==> src/phlrm_pkg.sv <==
// Package for the polar hit line residual mean core: widths, constants and CORDIC angle table.
// No dependencies.
`default_nettype none
package phlrm_pkg;
  localparam int MaxHitsDefault     = 1024;
  localparam int CordicStepsDefault = 16;
  localparam int TableLen           = 24;
  localparam int SumW               = 35;
  localparam int MeanW              = 24;
  localparam int CfgW               = 24;
  localparam int RadW               = 16;
  localparam int AngW               = 16;
  // x/y datapath: radius*gain (32 bits) plus CORDIC growth and sign
  localparam int XyW                = 36;
  localparam int ZW                 = 26;
  localparam logic [16:0] GainQ16   = 17'd39797;

  typedef enum logic [0:0] {
    REG_SLOPE     = 1'b0,
    REG_INTERCEPT = 1'b1
  } reg_index_t;

  // queue entry between the front and back parts
  typedef struct packed {
    logic [RadW-1:0] radius;
    logic [AngW-1:0] angle;
    logic            used;
    logic            last;
  } hit_t;

  function automatic logic [ZW-1:0] atan_entry(input logic [4:0] i);
    logic [ZW-1:0] v;
    unique case (i)
      5'd0:  v = 26'd2097152;
      5'd1:  v = 26'd1238021;
      5'd2:  v = 26'd654136;
      5'd3:  v = 26'd332050;
      5'd4:  v = 26'd166669;
      5'd5:  v = 26'd83416;
      5'd6:  v = 26'd41718;
      5'd7:  v = 26'd20860;
      5'd8:  v = 26'd10430;
      5'd9:  v = 26'd5215;
      5'd10: v = 26'd2608;
      5'd11: v = 26'd1304;
      5'd12: v = 26'd652;
      5'd13: v = 26'd326;
      5'd14: v = 26'd163;
      5'd15: v = 26'd81;
      5'd16: v = 26'd41;
      5'd17: v = 26'd20;
      5'd18: v = 26'd10;
      5'd19: v = 26'd5;
      5'd20: v = 26'd3;
      5'd21: v = 26'd1;
      5'd22: v = 26'd1;
      default: v = '0;
    endcase
    return v;
  endfunction
endpackage
`default_nettype wire

==> src/phlrm_queue.sv <==
// Short hit queue between the input side and the residual engine.
// Depends on phlrm_pkg.
`default_nettype none
module phlrm_queue (
  input  wire logic             clk,
  input  wire logic             rst,
  input  wire logic             wr_valid,
  output logic                  wr_ready,
  input  wire phlrm_pkg::hit_t  wr_data,
  output logic                  rd_valid,
  input  wire logic             rd_ready,
  output phlrm_pkg::hit_t       rd_data
);
  import phlrm_pkg::*;

  hit_t       mem [4];
  logic [1:0] wr_ptr;
  logic [1:0] rd_ptr;
  logic [2:0] fill;
  logic       push;
  logic       pop;

  assign wr_ready = (fill != 3'd4);
  assign rd_valid = (fill != 3'd0);
  assign rd_data  = mem[rd_ptr];
  assign push     = wr_valid && wr_ready;
  assign pop      = rd_valid && rd_ready;

  // storage
  always_ff @(posedge clk) begin
    if (push) begin
      mem[wr_ptr] <= wr_data;
    end
  end

  // pointers and fill level
  always_ff @(posedge clk) begin
    if (rst) begin
      wr_ptr <= '0;
      rd_ptr <= '0;
      fill   <= '0;
    end else begin
      if (push) wr_ptr <= wr_ptr + 2'd1;
      if (pop)  rd_ptr <= rd_ptr + 2'd1;
      fill <= fill + {2'b0, push} - {2'b0, pop};
    end
  end
endmodule
`default_nettype wire

==> src/phlrm_engine.sv <==
// Residual engine: sequential CORDIC, line fit, accumulation and end-of-chain division.
// Depends on phlrm_pkg.
`default_nettype none
module phlrm_engine #(
  parameter int MAX_HITS     = phlrm_pkg::MaxHitsDefault,
  parameter int CORDIC_STEPS = phlrm_pkg::CordicStepsDefault
) (
  input  wire logic                        clk,
  input  wire logic                        rst,
  input  wire logic                        in_valid,
  output logic                             in_ready,
  input  wire phlrm_pkg::hit_t             in_data,
  input  wire logic signed [phlrm_pkg::CfgW-1:0] slope,
  input  wire logic signed [phlrm_pkg::CfgW-1:0] intercept,
  output logic                             res_valid,
  input  wire logic                        res_ready,
  output logic [phlrm_pkg::MeanW-1:0]      res_mean,
  output logic                             res_none
);
  import phlrm_pkg::*;

  localparam int Steps = (CORDIC_STEPS > TableLen) ? TableLen : CORDIC_STEPS;
  localparam int CntW  = $clog2(MAX_HITS + 1);
  localparam int QW    = MeanW + 1;

  typedef enum logic [6:0] {
    S_IDLE  = 7'b0000001,
    S_ROT   = 7'b0000010,
    S_MUL   = 7'b0000100,
    S_FIT   = 7'b0001000,
    S_ACC   = 7'b0010000,
    S_DIV   = 7'b0100000,
    S_OUT   = 7'b1000000
  } state_t;

  state_t                   state;
  logic                     last;
  logic signed [XyW-1:0]    x;
  logic signed [XyW-1:0]    y;
  logic signed [ZW-1:0]     z;
  logic [4:0]               step;
  logic signed [XyW+CfgW-1:0] prod;
  logic signed [XyW+CfgW-16:0] diff;
  logic [SumW-1:0]          sum;
  logic [CntW-1:0]          count;
  logic [CntW-1:0]          rem;
  logic [SumW-1:0]          dvd;
  logic [QW-1:0]            quot;
  logic [5:0]               div_i;

  // start vector and angle fold
  logic signed [AngW:0]     z0;
  logic signed [AngW:0]     zf;
  logic                     neg0;
  logic signed [XyW-1:0]    x0;
  always_comb begin
    z0   = $signed({in_data.angle[AngW-1], in_data.angle});
    neg0 = 1'b0;
    zf   = z0;
    if (z0 > 17'sd16384) begin
      zf = z0 - 17'sd32768; neg0 = 1'b1;
    end else if (z0 < -17'sd16384) begin
      zf = z0 + 17'sd32768; neg0 = 1'b1;
    end
    x0 = $signed({4'b0, 32'(32'(in_data.radius) * 32'(GainQ16))});
    if (neg0) x0 = -x0;
  end

  // one CORDIC step
  logic signed [XyW-1:0] dx, dy;
  assign dx = y >>> step;
  assign dy = x >>> step;

  // residual rounding
  logic [XyW+CfgW-16:0] mag;
  logic [XyW+CfgW-32:0] resid;
  logic [SumW:0]        sum_add;
  assign mag     = diff[XyW+CfgW-16] ? -diff : diff;
  assign resid   = (XyW+CfgW-31)'((mag + (XyW+CfgW-15)'(32768)) >> 16);
  assign sum_add = {1'b0, sum} + (SumW+1)'(resid);

  // restoring division, one quotient bit a cycle; top quotient bit is sticky
  logic [CntW:0] part;
  logic [CntW:0] part_sub;
  logic          ge;
  logic [QW-1:0] quot_next;
  assign part      = {rem, dvd[SumW-1]};
  assign ge        = (part >= {1'b0, count});
  assign part_sub  = part - {1'b0, count};
  assign quot_next = {quot[QW-2:0], ge} | {quot[QW-1], {(QW-1){1'b0}}};

  assign in_ready  = (state == S_IDLE);
  assign res_valid = (state == S_OUT);

  always_ff @(posedge clk) begin
    if (rst) begin
      state <= S_IDLE;
      sum   <= '0;
      count <= '0;
    end else begin
      unique case (state)
        S_IDLE: if (in_valid) begin
          last <= in_data.last;
          x    <= x0;
          y    <= '0;
          z    <= ZW'(zf) <<< 8;
          step <= '0;
          if (in_data.used && count < CntW'(MAX_HITS)) begin
            state <= S_ROT;
          end else if (in_data.last) begin
            state <= S_DIV;
            rem   <= '0;
            dvd   <= sum;
            quot  <= '0;
            div_i <= '0;
          end
        end
        S_ROT: begin
          if (!z[ZW-1]) begin
            x <= x - dx; y <= y + dy; z <= z - atan_entry(step);
          end else begin
            x <= x + dx; y <= y - dy; z <= z + atan_entry(step);
          end
          step <= step + 5'd1;
          if (step == 5'(Steps - 1)) state <= S_MUL;
        end
        S_MUL: begin
          prod  <= x * slope;
          state <= S_FIT;
        end
        S_FIT: begin
          diff  <= (XyW+CfgW-15)'(y) - (XyW+CfgW-15)'(prod >>> 16)
                   - ((XyW+CfgW-15)'(intercept) <<< 16);
          state <= S_ACC;
        end
        S_ACC: begin
          sum   <= sum_add[SumW] ? {SumW{1'b1}} : sum_add[SumW-1:0];
          count <= count + CntW'(1);
          if (last) begin
            state <= S_DIV;
            rem   <= '0;
            dvd   <= sum_add[SumW] ? {SumW{1'b1}} : sum_add[SumW-1:0];
            quot  <= '0;
            div_i <= '0;
          end else begin
            state <= S_IDLE;
          end
        end
        S_DIV: begin
          // long division of sum by count, quotient saturated
          if (count == '0) begin
            res_mean <= '0; res_none <= 1'b1; state <= S_OUT;
          end else begin
            rem   <= ge ? part_sub[CntW-1:0] : part[CntW-1:0];
            dvd   <= {dvd[SumW-2:0], 1'b0};
            quot  <= quot_next;
            div_i <= div_i + 6'd1;
            if (div_i == 6'(SumW - 1)) begin
              res_mean <= quot_next[QW-1] ? {MeanW{1'b1}} : quot_next[MeanW-1:0];
              res_none <= 1'b0;
              state    <= S_OUT;
            end
          end
        end
        S_OUT: begin
          if (res_ready) begin
            sum   <= '0;
            count <= '0;
            state <= S_IDLE;
          end
        end
        default: state <= S_IDLE;
      endcase
    end
  end
endmodule
`default_nettype wire

==> src/polar_hit_line_residual_mean_core.sv <==
// Top level of the polar hit line residual mean core: configuration, input front, queue, engine.
// Depends on phlrm_pkg, phlrm_queue and phlrm_engine.
`default_nettype none
// A hit is taken into a four-entry queue. The engine takes a hit from the queue
// only while idle, rotates it in its shared CORDIC rotation unit and then does
// the slope multiply, fit and accumulation in turn; an unused hit is passed over
// without rotation. The last hit of a chain adds a bit-serial division (skipped
// when no hit was used) before the result, which is held in an output register
// until taken; the engine takes the next hit the cycle after the result transfer.
module polar_hit_line_residual_mean_core #(
  parameter int MAX_HITS     = phlrm_pkg::MaxHitsDefault,
  parameter int CORDIC_STEPS = phlrm_pkg::CordicStepsDefault
) (
  input  wire logic        clk,
  input  wire logic        rst,
  input  wire logic        s_axis_tvalid,
  output logic             s_axis_tready,
  input  wire logic [39:0] s_axis_tdata,  // hit_radius[15:0], hit_angle[31:16], hit_used[32]
  input  wire logic        s_axis_tlast,
  output logic             m_axis_tvalid,
  input  wire logic        m_axis_tready,
  output logic [23:0]      m_axis_tdata,  // mean_residual[23:0]
  output logic             m_axis_tuser,  // no_hits
  input  wire logic        cfg_valid,
  output logic             cfg_ready,
  input  wire logic        cfg_index,
  input  wire logic [23:0] cfg_data
);
  import phlrm_pkg::*;

  logic signed [CfgW-1:0] slope;
  logic signed [CfgW-1:0] intercept;
  hit_t                   hit_in;
  hit_t                   hit_q;
  logic                   q_valid;
  logic                   q_ready;

  // configuration registers
  assign cfg_ready = 1'b1;
  always_ff @(posedge clk) begin
    if (rst) begin
      slope     <= '0;
      intercept <= '0;
    end else if (cfg_valid) begin
      unique case (reg_index_t'(cfg_index))
        REG_SLOPE:     slope     <= cfg_data;
        REG_INTERCEPT: intercept <= cfg_data;
        default: ;
      endcase
    end
  end

  // input front: unpack the hit
  assign hit_in.radius = s_axis_tdata[15:0];
  assign hit_in.angle  = s_axis_tdata[31:16];
  assign hit_in.used   = s_axis_tdata[32];
  assign hit_in.last   = s_axis_tlast;

  phlrm_queue u_queue (
    .clk      (clk),
    .rst      (rst),
    .wr_valid (s_axis_tvalid),
    .wr_ready (s_axis_tready),
    .wr_data  (hit_in),
    .rd_valid (q_valid),
    .rd_ready (q_ready),
    .rd_data  (hit_q)
  );

  phlrm_engine #(
    .MAX_HITS     (MAX_HITS),
    .CORDIC_STEPS (CORDIC_STEPS)
  ) u_engine (
    .clk       (clk),
    .rst       (rst),
    .in_valid  (q_valid),
    .in_ready  (q_ready),
    .in_data   (hit_q),
    .slope     (slope),
    .intercept (intercept),
    .res_valid (m_axis_tvalid),
    .res_ready (m_axis_tready),
    .res_mean  (m_axis_tdata),
    .res_none  (m_axis_tuser)
  );
endmodule
`default_nettype wire
==> config.mk <==
export PLATFORM = sky130hd
export DESIGN_NAME = polar_hit_line_residual_mean_core
export DESIGN_NICKNAME = d
export VERILOG_FILES = /design/src/phlrm_pkg.sv /design/src/phlrm_queue.sv /design/src/phlrm_engine.sv /design/src/polar_hit_line_residual_mean_core.sv
export SDC_FILE = /design/constraint.sdc
export NUM_CORES = 2
export LEC_CHECK = 0
export BUFFER_PORTS_ARGS = -buffer_cell sky130_fd_sc_hd__buf_2
export CAP_MARGIN = 10
export CELL_PAD_IN_SITES_DETAIL_PLACEMENT = 0
export CELL_PAD_IN_SITES_GLOBAL_PLACEMENT = 1
export CORE_MARGIN = 5
export CORE_UTILIZATION = 24
export DETAILED_ROUTE_END_ITERATION = 7
export PLACE_DENSITY = 0.46
export SLEW_MARGIN = 40
export SYNTH_ARGS = -nofsm -noshare
export SYNTH_HDL_FRONTEND = slang
export SYNTH_HIERARCHICAL = 1
export SYNTH_SLANG_ARGS = --single-unit
==> constraint.sdc <==
create_clock -name clk -period 18.15 [get_ports clk]
set_input_delay 0.9075 -clock clk [delete_from_list [all_inputs] [get_ports clk]]
set_output_delay 0.9075 -clock clk [all_outputs]
set_load 0.05 [all_outputs]
Yosys cells after proc, flatten, opt, wreduce, memory -nomap -nowiden
Memories as Yosys holds them, arrays and structs flattened. A register that Yosys moved wholly into a read port is not among the register bits.
Cells that the tools add are included.
{ "classes": {"n_addsub": 22, "n_mul": 2, "n_div": 0, "n_lt_le_gt_ge": 4, "n_eq_ne": 19, "n_shift": 2, "mux": 71, "n_bitwise": 3, "reduce_logical": 19} }
{ "op_table": {"columns": ["op", "n"], "rows": [
  ["35-bit 2-to-1 mux", 7],
  ["26-bit 2-to-1 mux", 8],
  ["36-bit 2-to-1 mux", 5],
  ["36-bit case mux with 2 select lines", 2],
  ["25-bit 2-to-1 mux", 5],
  ["35-bit case mux with 3 select lines", 1],
  ["11-bit 2-to-1 mux", 7],
  ["25-bit case mux with 3 select lines", 1],
  ["36-bit adder", 2],
  ["36-bit by 5-bit >>> shifter with 36-bit output", 2],
  ["36-bit subtractor", 2],
  ["35-bit case mux with 2 select lines", 1],
  ["36-bit by 24-bit multiplier with 60-bit output", 1],
  ["26-bit case mux with 2 select lines", 1],
  ["7-bit 2-to-1 mux", 7],
  ["7-bit case mux with 7 select lines", 1],
  ["24-bit 2-to-1 mux", 2],
  ["45-bit by 16-bit adder with 45-bit output, second input constant", 1],
  ["45-bit 2-to-1 mux", 1],
  ["45-bit negator", 1],
  ["36-bit by 44-bit subtractor with 45-bit output", 1],
  ["45-bit by 40-bit subtractor with 45-bit output", 1],
  ["35-bit by 29-bit adder with 36-bit output", 1],
  ["6-bit 2-to-1 mux", 6],
  ["48 further kinds", 75]
]} }
{ "totals": {"register_bits": 419, "latch_bits": 0, "mem_bits_rw": 136, "mem_bits_ro": 1408, "in_bits": 71, "out_inout_bits": 28, "word_cells": 166, "memories": 3} }
{ "mem_list": {"columns": ["memory", "words", "width", "rd", "rd_clocked_by_memory_dff", "write_ports", "line", "rtl"], "rows": [
  ["(no name shown)", 32, 22, 1, 1, 0, "phlrm_pkg.sv:33", "unique case (i)"],
  ["(no name shown)", 32, 22, 1, 1, 0, "phlrm_pkg.sv:33", null],
  ["u_queue.mem", 4, 34, 1, 1, 1, "phlrm_queue.sv:16", "hit_t mem [4];"]
]} }

Logic depth before layout (Yosys ltp)
{ "logic_depth": {"ltp_word": 7, "mapped_depth": 30, "depth_no_buf": 27} }

Hierarchy
Netlist, hierarchy kept.
{ "by_module_without_submodules": {"columns": ["module", "n_inst", "cells_each", "area_each_um2", "seq_area_each_um2"], "rows": [
  ["phlrm_engine", 1, 7367, 67642.4, 10359.9],
  ["phlrm_queue", 1, 227, 5424.0, 4264.1],
  ["polar_hit_line_residual_mean_core", 1, 188, 2021.9, 960.9]
]} }

Least setup slack after synthesis
Ideal clock, no wire load.
{ "synth_timing": {"path_kind": "register to register", "from": "register u_engine.state[2]", "to": "register u_engine.div_i[0], enable pin", "setup_time_ns": 0.627, "arrival_ns": 7.412, "required_ns": 17.523, "path_slack_ns": 10.111, "path_stages_with_launch": 9, "n_path_buf": 3, "synth_period_minus_slack_ns": 8.039, "cell_sequence": "dfxtp_1 or2_2 clkbuf_1 nor3_1 and3_1 clkbuf_1 clkbuf_1 a21oi_1 a211oi_1"} }
{ "synth_via": {"elab_chain_len": 3, "elab_cells_between_ends": 10, "classes_between": "eq/ne: 8; reduce/logical: 2"} }
{ "synth_rtl": {"columns": ["item", "line", "rtl"], "rows": [
  ["start: declaration", "phlrm_engine.sv:36", "state_t state;"],
  ["start signal: assignment", "phlrm_engine.sv:97", "state <= S_IDLE;"],
  ["start signal: assignment", "phlrm_engine.sv:109", "state <= S_ROT;"],
  ["start signal: assignment", "phlrm_engine.sv:111", "state <= S_DIV;"],
  ["7-bit by 6-bit == test with 1-bit output (tied with other cells)", "phlrm_engine.sv:101", "unique case (state)"],
  ["2-bit inequality test (no line) (tied with other cells)", null, null],
  ["7-bit AND reduction (no line) *", null, null],
  ["end signal: assignment", "phlrm_engine.sv:157", "div_i <= div_i + 6'd1;"],
  ["end: declaration", "phlrm_engine.sv:49", "logic [5:0] div_i;"]
]} }
Mark *: on every way between the ends. The rest lies on a longest branch, timed or not.
A chain may end at the register's enable or synchronous reset.

==> flow_summary.yaml <==
synth:
  ys_types: 113
  synth.avg_cell_area_um2: 9.65
  synth_seq_cells: 563
  async_flop_share: 0
  synthFlopType: "edfxtp_1"
  synthCells: 7782
  synth-edff-count: 431
  synth-warning-count: 6
  synth_area_um2: 75100
  ys_seq_area_frac: 0.208
  synth_nets: 9356
final_layout:
  stdcell_area_um2: 82700
  final_net_count: 9279
  drive_gt1_frac: 0.0755
  stdcell_count: 11912
  n_fill_cell: 33161
  seqCellArea_um2: 15600
  multi_input_area_um2: 53200
  utilization: 0.266
  area_growth_pct: 10.2
sta:
  rsz0062_at_grt: "false"
  timing.slew.headroom: 0.420
  timing.fmax_mhz: 110
  tightestPinTransition_ns: 0.865
  fin_setup_tns_ns: 0
  final_hold_viol_count: 0
  min_period_ns: 9.06
  fin_skew_ns: 0.0800
  finalSetupViolCount: 0
  post-route-period-util: 0.499
  slew_viol_final: 0
clock_network:
  cts_root_buf: "clkbuf_16"
  htree_num_levels: 3
  cts_buffer_depth: 4
  hold_buffers: 0
  clkLatencyLatePin_ns: 0.80
  cts_num_sinks: 563
  postCtsSetupRepairBufs: 0
  cts_resized: 0
  cts_tree: "yes"
  path_clk_slew_ns: 0.05
  cts_buffers: 82
floorplan:
  die_area_um2: 324000
  die_y_um: 569
  io_pins: 99
  placeableCoreArea_um2: 312000
  row_count: 205
  initial_core_util: 0.241
  die_w_um: 569
run:
  maxCapViolations: 0
grt:
  overflow: 0
  grtUsageMet2: 0.243
  met1_usage: 0.222
  grt_pass1_wl_um: 380000
  met3_usage: 0.0154
  grt_use_total: 0.153
  busiest_layer: "met2"
  first_global_vias: 58169
  grt_max_degree: 80
  antenna_found_initial: 18
placed_design:
  postPlaceCellArea_um2: 80100
  gp_congestion: 0.845
  port_buffers: 90
  dp_cells: 11760
  hpwl_um: 185000
setup_path:
  crit_type: "flop to flop"
  crit_required_ns: 18.60
  cp.arrival_ns: 9.51
  cp-end-kind: "flop"
  cp_max_fo: 22
  critPathLaunchType: "flop"
outcome:
  status: "finished clean"
routing:
  vias: 54994
  antenna_left: 0
  wl_um: 250000
  wl_per_cell_um: 21.0
  drtIter0Drc: 3464
  drt_pass1_iterations: 5
  route.detailed.drc: 0
  routed_via_density: 4.62
hold_path:
  hold_path_class: "input port to flop"
## layout by cell type (no fill, tap or decap), types with 19 or more instances in the layout
cell | netlist | routed
inv_1 | 1205 | 1204
fa_1 | 1008 | 1007
nand2_1 | 737 | 737
ha_1 | 495 | 495
nor2_1 | 470 | 468
and2_1 | 453 | 448
edfxtp_1 | 431 | 431
a21oi_1 | 335 | 335
o21ai_0 | 247 | 246
xnor2_1 | 248 | 246
xor2_1 | 155 | 154
a21o_1 | 150 | 150
nand2b_1 | 138 | 138
buf_4 | 6 | 132
dfxtp_1 | 132 | 129
mux2i_1 | 116 | 116
mux4_2 | 114 | 114
buf_2 | 25 | 91
nor3_1 | 86 | 86
clkbuf_16 | 0 | 83
nand3_1 | 69 | 69
a31oi_1 | 58 | 58
a22oi_1 | 48 | 48
o21a_1 | 45 | 45
nand4_1 | 43 | 43
and3_1 | 44 | 43
nor2b_1 | 36 | 35
a211oi_1 | 38 | 35
o21bai_1 | 29 | 29
o22ai_1 | 26 | 26
nor4_1 | 25 | 25
mux2_2 | 21 | 21
or3_1 | 21 | 21
or2_2 | 19 | 19
## cells by family (layout without fill, tap and decap cells)
group	after synthesis	count (layout)	share of synthesized area
flops	563	563	0.208
buf+inv	1604	1588	0.0854
simple gates	2231	2231	0.147
fa+ha+maj	1504	1504	0.351
mux	265	265	0.0576
xor+xnor	403	403	0.0470
other cells	1	7	0.0000499
compound gates	1211	1211	0.105
## critical path, cell delays in order (launching register included)
cell and delay [ns]:
dfxtp_2 0.79, buf_4 0.56, mux4_2 0.75, inv_1 0.22
fa_1 0.44, inv_1 0.08, fa_1 0.42, ha_1 0.31
ha_1 0.28, inv_1 0.06, fa_1 0.50, fa_1 0.54
inv_1 0.04, ha_1 0.33, a21oi_1 0.30, nor3b_1 0.38
a211oi_1 0.20, a21o_1 0.23, a31oi_1 0.38, o21ai_0 0.19
xnor2_1 0.23, nor3_1 0.35, nand3_1 0.21, o31ai_1 0.65
o21ai_0 0.21
## final cells by class
type / count / share of cell area
multi-input combinational: 5615 / 0.643
sequential: 563 / 0.188
tap: 4140 / 0.0626
inverter: 1210 / 0.0549
clock buffer: 100 / 0.0264
timing repair buffer: 233 / 0.0189
clock inverter: 45 / 0.00544
antenna: 6 / 0.000181
## routing by layer
metal,share of wire,vias up,wire [um]
li1,-,25490,-
met1,0.48,28136,120000
met2,0.45,1131,111000
met3,0.043,237,10700
met4,0.029,0,7120
met5,0,-,0
## synth_stat cells (all sizes together) (155+ instances only)
cell	number	area (um^2)
a21oi	336	1690
and2	454	2840
fa	1008	20200
xor2	155	1360
inv	1207	4530
ha	495	6190
nand2	737	2770
edfxtp	431	12900
xnor2	248	2170
nor2	470	1760
clkbuf	309	1160
o21ai	254	1270
## path summary, 6_finish.rpt
kind	from	to	slack (ns)	cells after the start
worst max-delay path	flop	u_engine/x[34]	9.09	24
worst min register to register	intercept[10]	intercept[10]	0.47	2
worst max register to register	flop	u_engine/x[34]	9.09	24
worst min-delay path	s_axis_tdata[32]	u_queue/mem[3][1]	0.32	1
## registers in the layout (all words and copies together), names as in the netlist, 7 cells and up, named ones only
name	count
u_engine/y	36
intercept	24
u_queue/mem	136
u_engine/res_mean	24
u_engine/z	26
u_engine/count	11
u_engine/rem	11
u_engine/state	7
u_engine/quot	25
slope	24
u_engine/dvd	35
u_engine/diff	45
u_engine/sum	35
u_engine/prod	44
u_engine/x	36
## per-stage QoR
| stage | setup slack [ns] | hold slack (ns) |
|---|---|---|
| CTS | 9.06 | 0.236 |
| detailed placement | 9.17 | 0.468 |
| global route | 8.47 | 0.277 |
| floorplan | 10.11 | 0.443 |
| finish | 9.09 | 0.324 |
| global placement | 9.14 | 0.461 |
Power is not shown: default switching activity piles up to over one toggle a cycle in this logic, so the estimate is an artifact.
